`config.mk`:
```
export PLATFORM = sky130hd
export DESIGN_NAME = fir_filter_q15_scaled_top
export DESIGN_NICKNAME = d
export VERILOG_FILES = /design/src/rtl/fq15s_pkg.sv /design/src/rtl/fir_filter_q15_scaled_top.sv /design/src/rtl/fq15s_mac.sv
export SDC_FILE = /design/constraint.sdc
export NUM_CORES = 2
export LEC_CHECK = 0
export BUFFER_PORTS_ARGS = -buffer_cell sky130_fd_sc_hd__buf_2
export CORE_MARGIN = 3
export CORE_UTILIZATION = 57
export DETAILED_ROUTE_END_ITERATION = 12
export PLACE_DENSITY_LB_ADDON = 0.3
export SYNTH_ARGS = -nofsm -noshare
export SYNTH_HDL_FRONTEND = slang
export SYNTH_SLANG_ARGS = --single-unit
```
`constraint.sdc`:
```
create_clock -name clk_i -period 7.04 [get_ports clk_i]
set_input_delay 1.056 -clock clk_i [delete_from_list [all_inputs] [get_ports clk_i]]
set_output_delay 1.056 -clock clk_i [all_outputs]
set_load 0.1 [all_outputs]
```
`src/rtl/fq15s_pkg.sv`:
```
// Package for the scaled Q1.15 FIR filter: item and result structs,
// function codes, the output gain and the saturating helper.
// No dependencies.
`default_nettype none

package fq15s_pkg;

  // Function codes carried in the func field of an input item.
  localparam logic [1:0] FUNC_FILTER = 2'd0;
  localparam logic [1:0] FUNC_LOAD   = 2'd1;
  localparam logic [1:0] FUNC_CLEAR  = 2'd2;
  // The remaining code selects nothing and produces no result.
  localparam logic [1:0] FUNC_UNUSED = 2'd3;

  // Output gain of 0.3 in Q1.15.
  localparam logic signed [15:0] GAIN_Q15 = 16'sd9830;

  typedef struct packed {
    logic [1:0]         func;
    logic signed [15:0] sample;
    logic [5:0]         coef_index;
    logic signed [15:0] coef_value;
    logic               last_in_block;
  } in_t;

  typedef struct packed {
    logic signed [15:0] filtered;
    logic               last_out;
  } out_t;

  // Per-tap control that travels with the operands into the MAC pipeline.
  typedef struct packed {
    logic valid;  // operands present this cycle
    logic first;  // first tap of a sample, restarts the accumulator
    logic last;   // final tap of a sample
    logic en;     // accumulate the term; low when no tap is active
  } mac_ctrl_t;

  // Clamp a 32-bit signed value to the Q1.15 range.
  function automatic logic signed [15:0] sat_q15(input logic signed [31:0] v);
    logic signed [15:0] r;
    if (v > 32'sd32767) begin
      r = 16'sd32767;
    end else if (v < -32'sd32768) begin
      r = -16'sd32768;
    end else begin
      r = v[15:0];
    end
    return r;
  endfunction

endpackage

`default_nettype wire

```
`src/rtl/fir_filter_q15_scaled_top.sv`:
```
// Top level of the scaled Q1.15 FIR filter: delay line and coefficient
// memories, the tap sequencer and the output register.
// Depends on fq15s_pkg and fq15s_mac.
//
//   Channel   Direction  Handshake               Payload
//   in        input      in_valid_i/in_ready_o   in_data_i   (fq15s_pkg::in_t)
//   out       output     out_valid_o/out_ready_i out_data_o  (fq15s_pkg::out_t)
//   cfg       input      cfg_we_i                cfg_data_i  (num_taps, 7 bits)
//
// The sequencer walks the active taps of an accepted sample in order, and
// the block is not ready again until the result has left the accumulator.
// Each memory has a single read port: one tap is read per cycle.
// Load and clear transfers finish in the cycle they are accepted.
// Reset clears all control state and marks every memory entry as zero.
// A sample is accepted while an earlier result still waits on the output;
// its result then waits in the accumulator until the output is free.
`default_nettype none

module fir_filter_q15_scaled_top #(
  parameter int MAX_TAP_COUNT = 64
) (
  input  wire logic            clk_i,
  input  wire logic            rst_ni,
  input  wire logic            in_valid_i,
  output logic                 in_ready_o,
  input  wire fq15s_pkg::in_t  in_data_i,
  output logic                 out_valid_o,
  input  wire logic            out_ready_i,
  output fq15s_pkg::out_t      out_data_o,
  input  wire logic            cfg_we_i,
  input  wire logic [6:0]      cfg_data_i
);

  localparam int AW = (MAX_TAP_COUNT > 1) ? $clog2(MAX_TAP_COUNT) : 1;

  typedef enum logic [1:0] {
    S_IDLE,
    S_RUN,
    S_DRAIN,
    S_WAIT
  } state_e;

  // Configuration register.
  logic [6:0] num_taps_q;

  always_ff @(posedge clk_i or negedge rst_ni) begin
    if (!rst_ni) begin
      num_taps_q <= 7'd64;
    end else if (cfg_we_i) begin
      num_taps_q <= cfg_data_i;
    end
  end

  // Active tap count, limited to the memory depth. The sequencer always
  // walks at least one tap, because the new sample is written to position
  // zero even when no tap is active.
  logic [31:0]   taps_eff;
  logic [AW-1:0] last_idx_d;

  assign taps_eff   = (32'(num_taps_q) > 32'(MAX_TAP_COUNT)) ? 32'(MAX_TAP_COUNT)
                                                             : 32'(num_taps_q);
  assign last_idx_d = (taps_eff == 32'd0) ? '0 : AW'(taps_eff - 32'd1);

  // Sequencer state.
  state_e             state_q;
  logic [AW-1:0]      rd_idx_q, last_idx_q, rsp_idx_q;
  logic               rsp_valid_q, rsp_last_q;
  logic               en_q, last_in_q;
  logic signed [15:0] carry_q;
  logic               out_valid_q;
  fq15s_pkg::out_t    out_q;

  // Memories and their per-entry valid bits; a clear drops the valid bits.
  logic signed [15:0]        delay_mem [MAX_TAP_COUNT];
  logic signed [15:0]        coef_mem  [MAX_TAP_COUNT];
  logic [MAX_TAP_COUNT-1:0]  dvalid_q, cvalid_q;
  logic signed [15:0]        d_rdata_q, c_rdata_q;
  logic                      dv_rd_q, cv_rd_q;

  logic               in_xfer, out_free, load_ok, out_load;
  logic [AW-1:0]      load_addr;
  logic               res_valid;
  logic signed [15:0] res;
  fq15s_pkg::mac_ctrl_t mac_ctrl;

  assign in_ready_o = (state_q == S_IDLE);
  assign in_xfer    = in_valid_i && in_ready_o;
  assign out_free   = !out_valid_q || out_ready_i;
  assign load_ok    = 32'(in_data_i.coef_index) < 32'(MAX_TAP_COUNT);
  assign load_addr  = AW'(in_data_i.coef_index);

  // The finished sum moves to the output register as soon as it is free,
  // either straight from the MAC or after waiting in the accumulator.
  assign out_load   = out_free &&
                      (((state_q == S_DRAIN) && res_valid) || (state_q == S_WAIT));

  always_ff @(posedge clk_i or negedge rst_ni) begin
    if (!rst_ni) begin
      state_q     <= S_IDLE;
      rd_idx_q    <= '0;
      last_idx_q  <= '0;
      rsp_idx_q   <= '0;
      rsp_valid_q <= 1'b0;
      rsp_last_q  <= 1'b0;
      en_q        <= 1'b0;
      last_in_q   <= 1'b0;
      carry_q     <= '0;
      out_valid_q <= 1'b0;
      out_q       <= '0;
      dvalid_q    <= '0;
      cvalid_q    <= '0;
    end else begin
      rsp_valid_q <= (state_q == S_RUN);
      rsp_idx_q   <= rd_idx_q;
      rsp_last_q  <= (rd_idx_q == last_idx_q);

      if (out_load) begin
        out_valid_q    <= 1'b1;
        out_q.filtered <= res;
        out_q.last_out <= last_in_q;
      end else if (out_valid_q && out_ready_i) begin
        out_valid_q <= 1'b0;
      end

      // Each returning tap writes the value carried from the tap before it
      // and takes the old contents along to the next position.
      if (rsp_valid_q) begin
        dvalid_q[rsp_idx_q] <= 1'b1;
        carry_q             <= dv_rd_q ? d_rdata_q : 16'sd0;
      end

      case (state_q)
        S_IDLE: begin
          if (in_xfer) begin
            case (in_data_i.func)
              fq15s_pkg::FUNC_FILTER: begin
                carry_q    <= in_data_i.sample;
                last_in_q  <= in_data_i.last_in_block;
                en_q       <= (taps_eff != 32'd0);
                last_idx_q <= last_idx_d;
                rd_idx_q   <= '0;
                state_q    <= S_RUN;
              end
              fq15s_pkg::FUNC_LOAD: begin
                if (load_ok) begin
                  cvalid_q[load_addr] <= 1'b1;
                end
              end
              fq15s_pkg::FUNC_CLEAR: begin
                dvalid_q <= '0;
                cvalid_q <= '0;
              end
              default: begin
              end
            endcase
          end
        end
        S_RUN: begin
          rd_idx_q <= rd_idx_q + AW'(1);
          if (rd_idx_q == last_idx_q) begin
            state_q <= S_DRAIN;
          end
        end
        S_DRAIN: begin
          if (res_valid) begin
            state_q <= out_free ? S_IDLE : S_WAIT;
          end
        end
        S_WAIT: begin
          if (out_free) begin
            state_q <= S_IDLE;
          end
        end
        default: begin
          state_q <= S_IDLE;
        end
      endcase
    end
  end

  // Delay line: read one tap ahead of the write, so the two never collide.
  always_ff @(posedge clk_i) begin
    if (rsp_valid_q) begin
      delay_mem[rsp_idx_q] <= carry_q;
    end
    if (state_q == S_RUN) begin
      d_rdata_q <= delay_mem[rd_idx_q];
      dv_rd_q   <= dvalid_q[rd_idx_q];
    end
  end

  // Coefficient table: written only by load transfers while idle.
  always_ff @(posedge clk_i) begin
    if (in_xfer && (in_data_i.func == fq15s_pkg::FUNC_LOAD) && load_ok) begin
      coef_mem[load_addr] <= in_data_i.coef_value;
    end
    if (state_q == S_RUN) begin
      c_rdata_q <= coef_mem[rd_idx_q];
      cv_rd_q   <= cvalid_q[rd_idx_q];
    end
  end

  assign mac_ctrl.valid = rsp_valid_q;
  assign mac_ctrl.first = (rsp_idx_q == '0);
  assign mac_ctrl.last  = rsp_last_q;
  assign mac_ctrl.en    = en_q;

  fq15s_mac u_mac (
    .clk_i       (clk_i),
    .rst_ni      (rst_ni),
    .ctrl_i      (mac_ctrl),
    .coef_i      (cv_rd_q ? c_rdata_q : 16'sd0),
    .data_i      (carry_q),
    .res_valid_o (res_valid),
    .res_o       (res)
  );

  assign out_valid_o = out_valid_q;
  assign out_data_o  = out_q;

  // The accumulated result only comes back while the sequencer waits for it.
  a_res_in_drain: assert property (@(posedge clk_i) disable iff (!rst_ni)
    res_valid |-> (state_q == S_DRAIN))
    else $error("MAC result arrived outside the drain state");

  // A returning tap never lies beyond the last active tap.
  a_rsp_in_range: assert property (@(posedge clk_i) disable iff (!rst_ni)
    rsp_valid_q |-> (rsp_idx_q <= last_idx_q))
    else $error("delay write beyond the active taps");

  // Read and write of the delay line never address the same entry.
  a_no_collision: assert property (@(posedge clk_i) disable iff (!rst_ni)
    (state_q == S_RUN && rsp_valid_q) |-> (rd_idx_q != rsp_idx_q))
    else $error("delay line read and write collide");

  // No tap is in flight once the block is ready for the next transfer.
  a_idle_quiet: assert property (@(posedge clk_i) disable iff (!rst_ni)
    in_ready_o |-> !rsp_valid_q)
    else $error("tap still in flight while idle");

endmodule

`default_nettype wire

```
`src/rtl/fq15s_mac.sv`:
```
// Three-stage saturating multiply-accumulate for the scaled Q1.15 FIR.
// Uses fq15s_pkg for the control struct, the gain and sat_q15.
`default_nettype none

module fq15s_mac (
  input  wire logic                  clk_i,
  input  wire logic                  rst_ni,
  input  wire fq15s_pkg::mac_ctrl_t  ctrl_i,
  input  wire logic signed [15:0]    coef_i,
  input  wire logic signed [15:0]    data_i,
  output logic                       res_valid_o,
  output logic signed [15:0]         res_o
);

  fq15s_pkg::mac_ctrl_t ctrl1_q, ctrl2_q;
  logic                 done_q;
  logic signed [31:0]   p1_q, p2_q;
  logic signed [15:0]   acc_q;

  logic signed [31:0]   p1_d, p2_d, sum;
  logic signed [15:0]   q1, q2, base, addend;

  // Stage 1: coefficient times delayed sample.
  assign p1_d = coef_i * data_i;

  // Stage 2: Q1.15 product, truncated and saturated, then times the gain.
  assign q1   = fq15s_pkg::sat_q15(p1_q >>> 15);
  assign p2_d = q1 * fq15s_pkg::GAIN_Q15;

  // Stage 3: scaled term into the saturating accumulator.
  assign q2     = fq15s_pkg::sat_q15(p2_q >>> 15);
  assign base   = ctrl2_q.first ? 16'sd0 : acc_q;
  assign addend = ctrl2_q.en ? q2 : 16'sd0;
  assign sum    = base + addend;

  always_ff @(posedge clk_i or negedge rst_ni) begin
    if (!rst_ni) begin
      ctrl1_q <= '0;
      ctrl2_q <= '0;
      done_q  <= 1'b0;
    end else begin
      ctrl1_q <= ctrl_i;
      ctrl2_q <= ctrl1_q;
      done_q  <= ctrl2_q.valid && ctrl2_q.last;
    end
  end

  always_ff @(posedge clk_i) begin
    p1_q <= p1_d;
    p2_q <= p2_d;
    if (ctrl2_q.valid) begin
      acc_q <= fq15s_pkg::sat_q15(sum);
    end
  end

  assign res_valid_o = done_q;
  assign res_o       = acc_q;

endmodule

`default_nettype wire
```
# Yosys cells after proc, flatten, opt, wreduce, memory -nomap -nowiden
# Memories as Yosys holds them, arrays and structs flattened. A register that Yosys moved wholly into a read port is not among the register bits.
# Index checks and enable logic that the tools add are counted.
# op_classes
muxes	44
n_mul	2
order_cmp	12
n_div	0
reduce_logical	23
n_shift	0
n_eq_ne	11
addsub	3
n_bitwise	2
# op_table
cell	count
two-way mux 64 bit	4
two-way mux 16 bit	13
bitwise OR 64 bit	2
case mux 64 bit (2 select lines)	1
greater-than comparator 32 x 16 -> 1 bit (second input constant)	1
logical NOT 32 bit	1
< comparator 32 x 16 -> 1 bit (second input constant)	1
multiplier 16 x 16 -> 32 bit	1
nonzero test 32 bit	1
multiplier 16 x 14 -> 30 bit (second input constant)	1
< comparator 6 x 7 -> 1 bit (second input constant)	3
two-way mux 6 bit	3
adder 16 x 16 -> 17 bit	1
greater-than comparator 17 x 16 -> 1 bit (second input constant)	1
< comparator 17 x 16 -> 1 bit (second input constant)	1
greater-than comparator 16 bit (second input constant)	1
< comparator 16 bit (second input constant)	1
binary-select mux 1 bit (select 6 bit)	2
demux 1 bit (select 6 bit)	2
>= comparator 6 x 1 -> 1 bit (second input constant)	2
two-way mux 2 bit	6
case mux 6 bit (2 select lines)	1
two-way mux 1 bit	10
AND reduction 3 bit	3
17 further kinds	34
# totals
ramBits	2048
latchBits	0
out_inout_bits	19
n_memories	2
elab_cells	128
in_bits	53
romBits	0
reg_bits	282
# mem_list
name	words	width	rd	rd_clocked_by_memory_dff	write_ports	line	rtl
coef_mem	64	16	1	1	1	fir_filter_q15_scaled_top.sv:75	logic signed [15:0] coef_mem [MAX_TAP_COUNT];
delay_mem	64	16	1	1	1	fir_filter_q15_scaled_top.sv:74	logic signed [15:0] delay_mem [MAX_TAP_COUNT];

# Logic depth before layout (Yosys ltp)
# logic_depth
word_depth	9
mapped_depth	25
depth_no_buf	23

# Hierarchy
# Synthesis repeated with hierarchy kept, for this count alone.
# unflattened
cells_unflattened	6066
area_unflattened_um2	104178.7
# by_module_without_submodules
mod	cells_each	area_per_inst_um2	seq_area_each_um2	instances
fir_filter_q15_scaled_top	4400	88255.9	67350.8	1
fq15s_mac	1666	15922.8	1366.3	1

# Worst setup path before layout
# Ideal clock, no wire load.
# synth_path
path_type	reg-to-reg
startpoint	register carry_q[1]
endpoint	register u_mac.p1_q[25]
setup_time_ns	0.118
stages_incl_launch_ff	21
required_time_ns	6.922
arrival_time_ns	6.727
slack_ns	0.194
path_buffers	1
synth_period_minus_slack_ns	6.846
path_cell_list	dfrtp_1 clkbuf_1 nand2_1 inv_1 fa_1 inv_1 fa_1 fa_1 fa_1 fa_1 fa_1 inv_1 ha_1 a21oi_1 nand2_1 a211o_1 or3_1 o221a_2 o31ai_2 nand2b_1 xnor2_1
# synth_between
elab_chain_len	1
# synth_rtl
element	line	rtl
start: declaration	fir_filter_q15_scaled_top.sv:69	logic signed [15:0] carry_q;
start signal: assignment	fir_filter_q15_scaled_top.sv:129	carry_q <= dv_rd_q ? d_rdata_q : 16'sd0;
start signal: assignment	fir_filter_q15_scaled_top.sv:137	carry_q <= in_data_i.sample;
multiplier 16 x 16 -> 32 bit	fq15s_mac.sv:24	assign p1_d = coef_i * data_i;
net u_mac.p1_d[25]	fq15s_mac.sv:20	logic signed [31:0] p1_d, p2_d, sum;
end signal: assignment	fq15s_mac.sv:49	p1_q <= p1_d;
end: declaration	fq15s_mac.sv:17	logic signed [31:0] p1_q, p2_q;
# The timed path passes the listed nets, and every way through them passes these cells.
# A chain may end at the register's enable or synchronous reset.

# Final worst setup path
# layout_path
startpoint	register cv_rd_q
endpoint	register u_mac.p1_q[31]
# layout_between
elab_chain_len	2
# layout_rtl
element	line	rtl
start: declaration	fir_filter_q15_scaled_top.sv:78	logic dv_rd_q, cv_rd_q;
start signal: assignment	fir_filter_q15_scaled_top.sv:199	cv_rd_q <= cvalid_q[rd_idx_q];
two-way mux 16 bit	fir_filter_q15_scaled_top.sv:212	.coef_i (cv_rd_q ? c_rdata_q : 16'sd0),
multiplier 16 x 16 -> 32 bit	fq15s_mac.sv:24	
net u_mac.p1_d[31]	fq15s_mac.sv:20	
# The timed path passes the listed nets, and every way through them passes these cells.

==> results.md <==
- # H-tree levels: 4
- Startpoint Class: flip-flop
- Min setup slack post-route: 0.392 ns
- Clk root buf: clkbuf_16
- Data required, critical path: 7.76 ns
- Hold WC Path Type: in -> async
- First-pass GRT wire length: 368000 µm
- Post-Route WL: 247000 µm
- Dominant cell type by area after synthesis: edfxtp_1
- Status: finished, final reports clean
- Max frequency: 150 MHz
- Via count of the first global-routing pass: 54400
- CTS max path bufs: 3
- Commonest non-fill, non-tap cells in the layout: 2098 x edfxtp_1, 714 x mux4_2, 452 x inv_1, 337 x fa_1, 226 x nor2_1
- Skew final: 0.0587 ns
- Core area: 0.179 mm²
- Synth Flop Type: edfxtp_1
- Antenna Nets Post-Route: 0
- CTS Buf Count: 220
- Layout Nets: 6288
- Layout cells sized above 1: 24.9%
- Die span in x: 432 µm
- Worst-Skew Late Latency: 0.88 ns
- CP max stage cell: o32ai_1
- Yosys warns: 0
- Post-synth ARST share: 8.66%
- RSZ-0062 raised after global routing: no
- Port bufs: 71
- Post-synth top area share: 61.0%
- Tightest Pin Transition: 1.27 ns
- Post-Synthesis Cells: 5452
- Post-Syn Area: 0.103 mm²
- Worst-path maximum fanout: 52
- Final Setup Violations: 0
- Die Height: 432 µm
- Sw frac: 37.5%
- Critical Path Max Stage Delay: 0.57 ns
- Most common cell after layout, fill and taps aside: edfxtp_1
- Cell with the most instances on the worst path: fa_1
- P per Cell Area: 512 mW/mm²
- Total Routing Usage GR: 27.2%
- Critical Path Sink Type: flip-flop
- Pre-CTS setup slack: 0.151 ns
- Dpl hpwl: 144000 µm
- DR vias: 52500
- Mean Syn Cell Area: 18.9 µm²
- Combinational share of power: 48.4%
- Area growth, synth to finish: 11.2%
- Die area: 0.186 mm²
- Total congestion overflow: 0
- Sequential power share: 31.2%
- Crit path arrival time: 7.37 ns
- CTS tree: yes
- R2R setup slack: 0.39 ns
- Register area share after synthesis: 66.6%
- Peak supply drop: 1.26 mV
- Crit share post-route: 94.4%
- P_sw: 22.0 mW
- Min Tclk post-route: 6.65 ns
- Netlist cell types: 63
- Post-synth EDFFs: 2098
- # fillers: 11900
- Io pins: 72
- Area contributors post-synth: edfxtp_1 61%, mux4_2 16%, fa_1 6.6%
- Clock power share: 20.4%
- Initial antenna violation count: 5
- Initial DRC count: 6201
- Post-layout util: 64.1%
- Hold Buf Count CTS: 0
- Cell chain of the critical path: buf_4 > buf_12 > and2_1 > buf_4 > nand2_1 > fa_1 > inv_1 > fa_1 > inv_1 > fa_1 > inv_1 > fa_1 > inv_1 > fa_1 > inv_1 > fa_1 > ha_1 > nor2b_1 > o2111ai_1 > nor2_1 > o41ai_4 > o32ai_1 > o41ai_1 > xnor2_1
- Delay-heaviest family, CP: adder cells
- Final hold viol count: 0
- Buf/Inv on CP: 8
- Max Cap Violations: 0
- CTS Sinks: 2333
- Max transition margin: 15.4%
- GPL Wtd Cong: 0.880
- Mapped Nets: 6050
- Initial Utilization: 57.6%
- Drt first pass iters: 6
- Placed cells: 7822
- Pins Over Slew Limit: 0
- Fin cells: 8244
- Row count: 155
- Lkg Pwr: 40.3 nW
- Pint: 36.8 mW
- DR DRC count: 0
- Clk slew on worst S/H paths: 0.08 ns
- Final setup TNS: 0 ns
- Kind of critical path: reg -> reg
- Largest net degree at the start of global routing: 143
- Flops & latches, synth: 2333
- Min Hold Slack: 0.158 ns
- Drt wl/cell: 29.9 µm
- Routed vias/inst: 6.37
[cells in the mapped netlist, types with 13 or more instances]
library cell / number
nand3_1: 19
nand2b_1: 19
and2_1: 38
a21oi_1: 110
o21ai_0: 43
edfxtp_1: 2098
nand2_1: 180
o21a_1: 72
dfrtp_1: 201
mux2_2: 24
nor2b_1: 29
and3_1: 112
buf_1: 16
mux4_2: 714
xnor2_1: 46
a221oi_1: 20
fa_1: 339
nor3_1: 13
xor2_1: 16
dfxtp_1: 33
nor2_1: 313
buf_2: 54
clkbuf_1: 184
ha_1: 206
nand4_1: 14
inv_1: 452
[power by group through the flow]
stage               Clock (mW)  Sequential, mW  Combinational (mW)
floorplan                    0            18.5                20.7
global placement             0            18.5                28.0
detailed placement           0            18.6                28.6
CTS                       12.2            18.3                28.9
global route              12.7            18.4                31.8
finish                    12.0            18.3                28.5
[metal layers]
layer	global-route usage, %	share of wire, %	vias to the layer above
li1	-	-	21500
met1	38.0	38	27900
met2	44.1	50	2673
met3	5.45	9.4	437
met4	8.15	3.1	4
met5	0	0.015	-
[cell type report]
type                    instances  area (µm²)  area share (%)
well taps                    2355        2950            2.57
clock buffers                 279        5800            5.05
diodes                          2        5.00         0.00436
repair buffers                277        2100            1.83
clock inverters               140        1560            1.35
flip-flops and latches       2333       68800            59.9
inverters                     452        1700            1.48
multi-input cells            2406       32000            27.8
[logic make-up (layout without fill, tap and decap cells)]
logic type,count (synthesis),in the layout,synth area share [%]
buffers and inverters,713,1148,2.71
other,0,2,0
DFF,2333,2333,66.6
and+or+nand+nor,763,763,3.42
AOI/OAI and AO/OA,296,296,1.85
adders and majority gates,547,547,9.09
muxes,738,738,15.8
xor gates and xnor gates,62,62,0.526
[state kept, by name (all words and copies together) (netlist names), 4 cells and up]
signal         cells
dvalid_q          64
out_data_o        17
cvalid_q          64
num_taps_q         7
carry_q           16
coef_mem        1024
u_mac.res_o       16
u_mac.p2_q        16
d_rdata_q         16
last_idx_q         6
u_mac.p1_q        17
delay_mem       1024
u_mac.ctrl1_q      4
rd_idx_q           6
c_rdata_q         16
u_mac.ctrl2_q      4
rsp_idx_q          6
[path summary, 6_finish.rpt]
kind | from | to | depth (start not counted)
min in group clk_i | u_mac.ctrl1_q[1] | u_mac.ctrl2_q[1] | 0
max in group asynchronous | rst_ni | carry_q[15] | 2
worst min register to register | u_mac.ctrl1_q[1] | u_mac.ctrl2_q[1] | 0
worst max-delay path | cv_rd_q | u_mac.p1_q[31] | 24
worst max register to register | cv_rd_q | u_mac.p1_q[31] | 24
worst min-delay path | rst_ni | out_data_o[14] | 1
[repair_timing]
item / 4_1_cts / 5_1_grt
resized for setup: 0 / 5
setup endpoints to repair: 0 / 7
buffers inserted: 0 / 1
[stage by stage]
stage | total power, mW | instance area (µm²)
2_1_floorplan | 39.2 | 103000
3_3_place_gp | 46.5 | 107000
3_5_place_dp | 47.2 | 107000
4_1_cts | 59.4 | 115000
5_1_grt | 62.9 | 115000
6_report | 58.8 | 115000
Power figures use the tool's default switching activity.
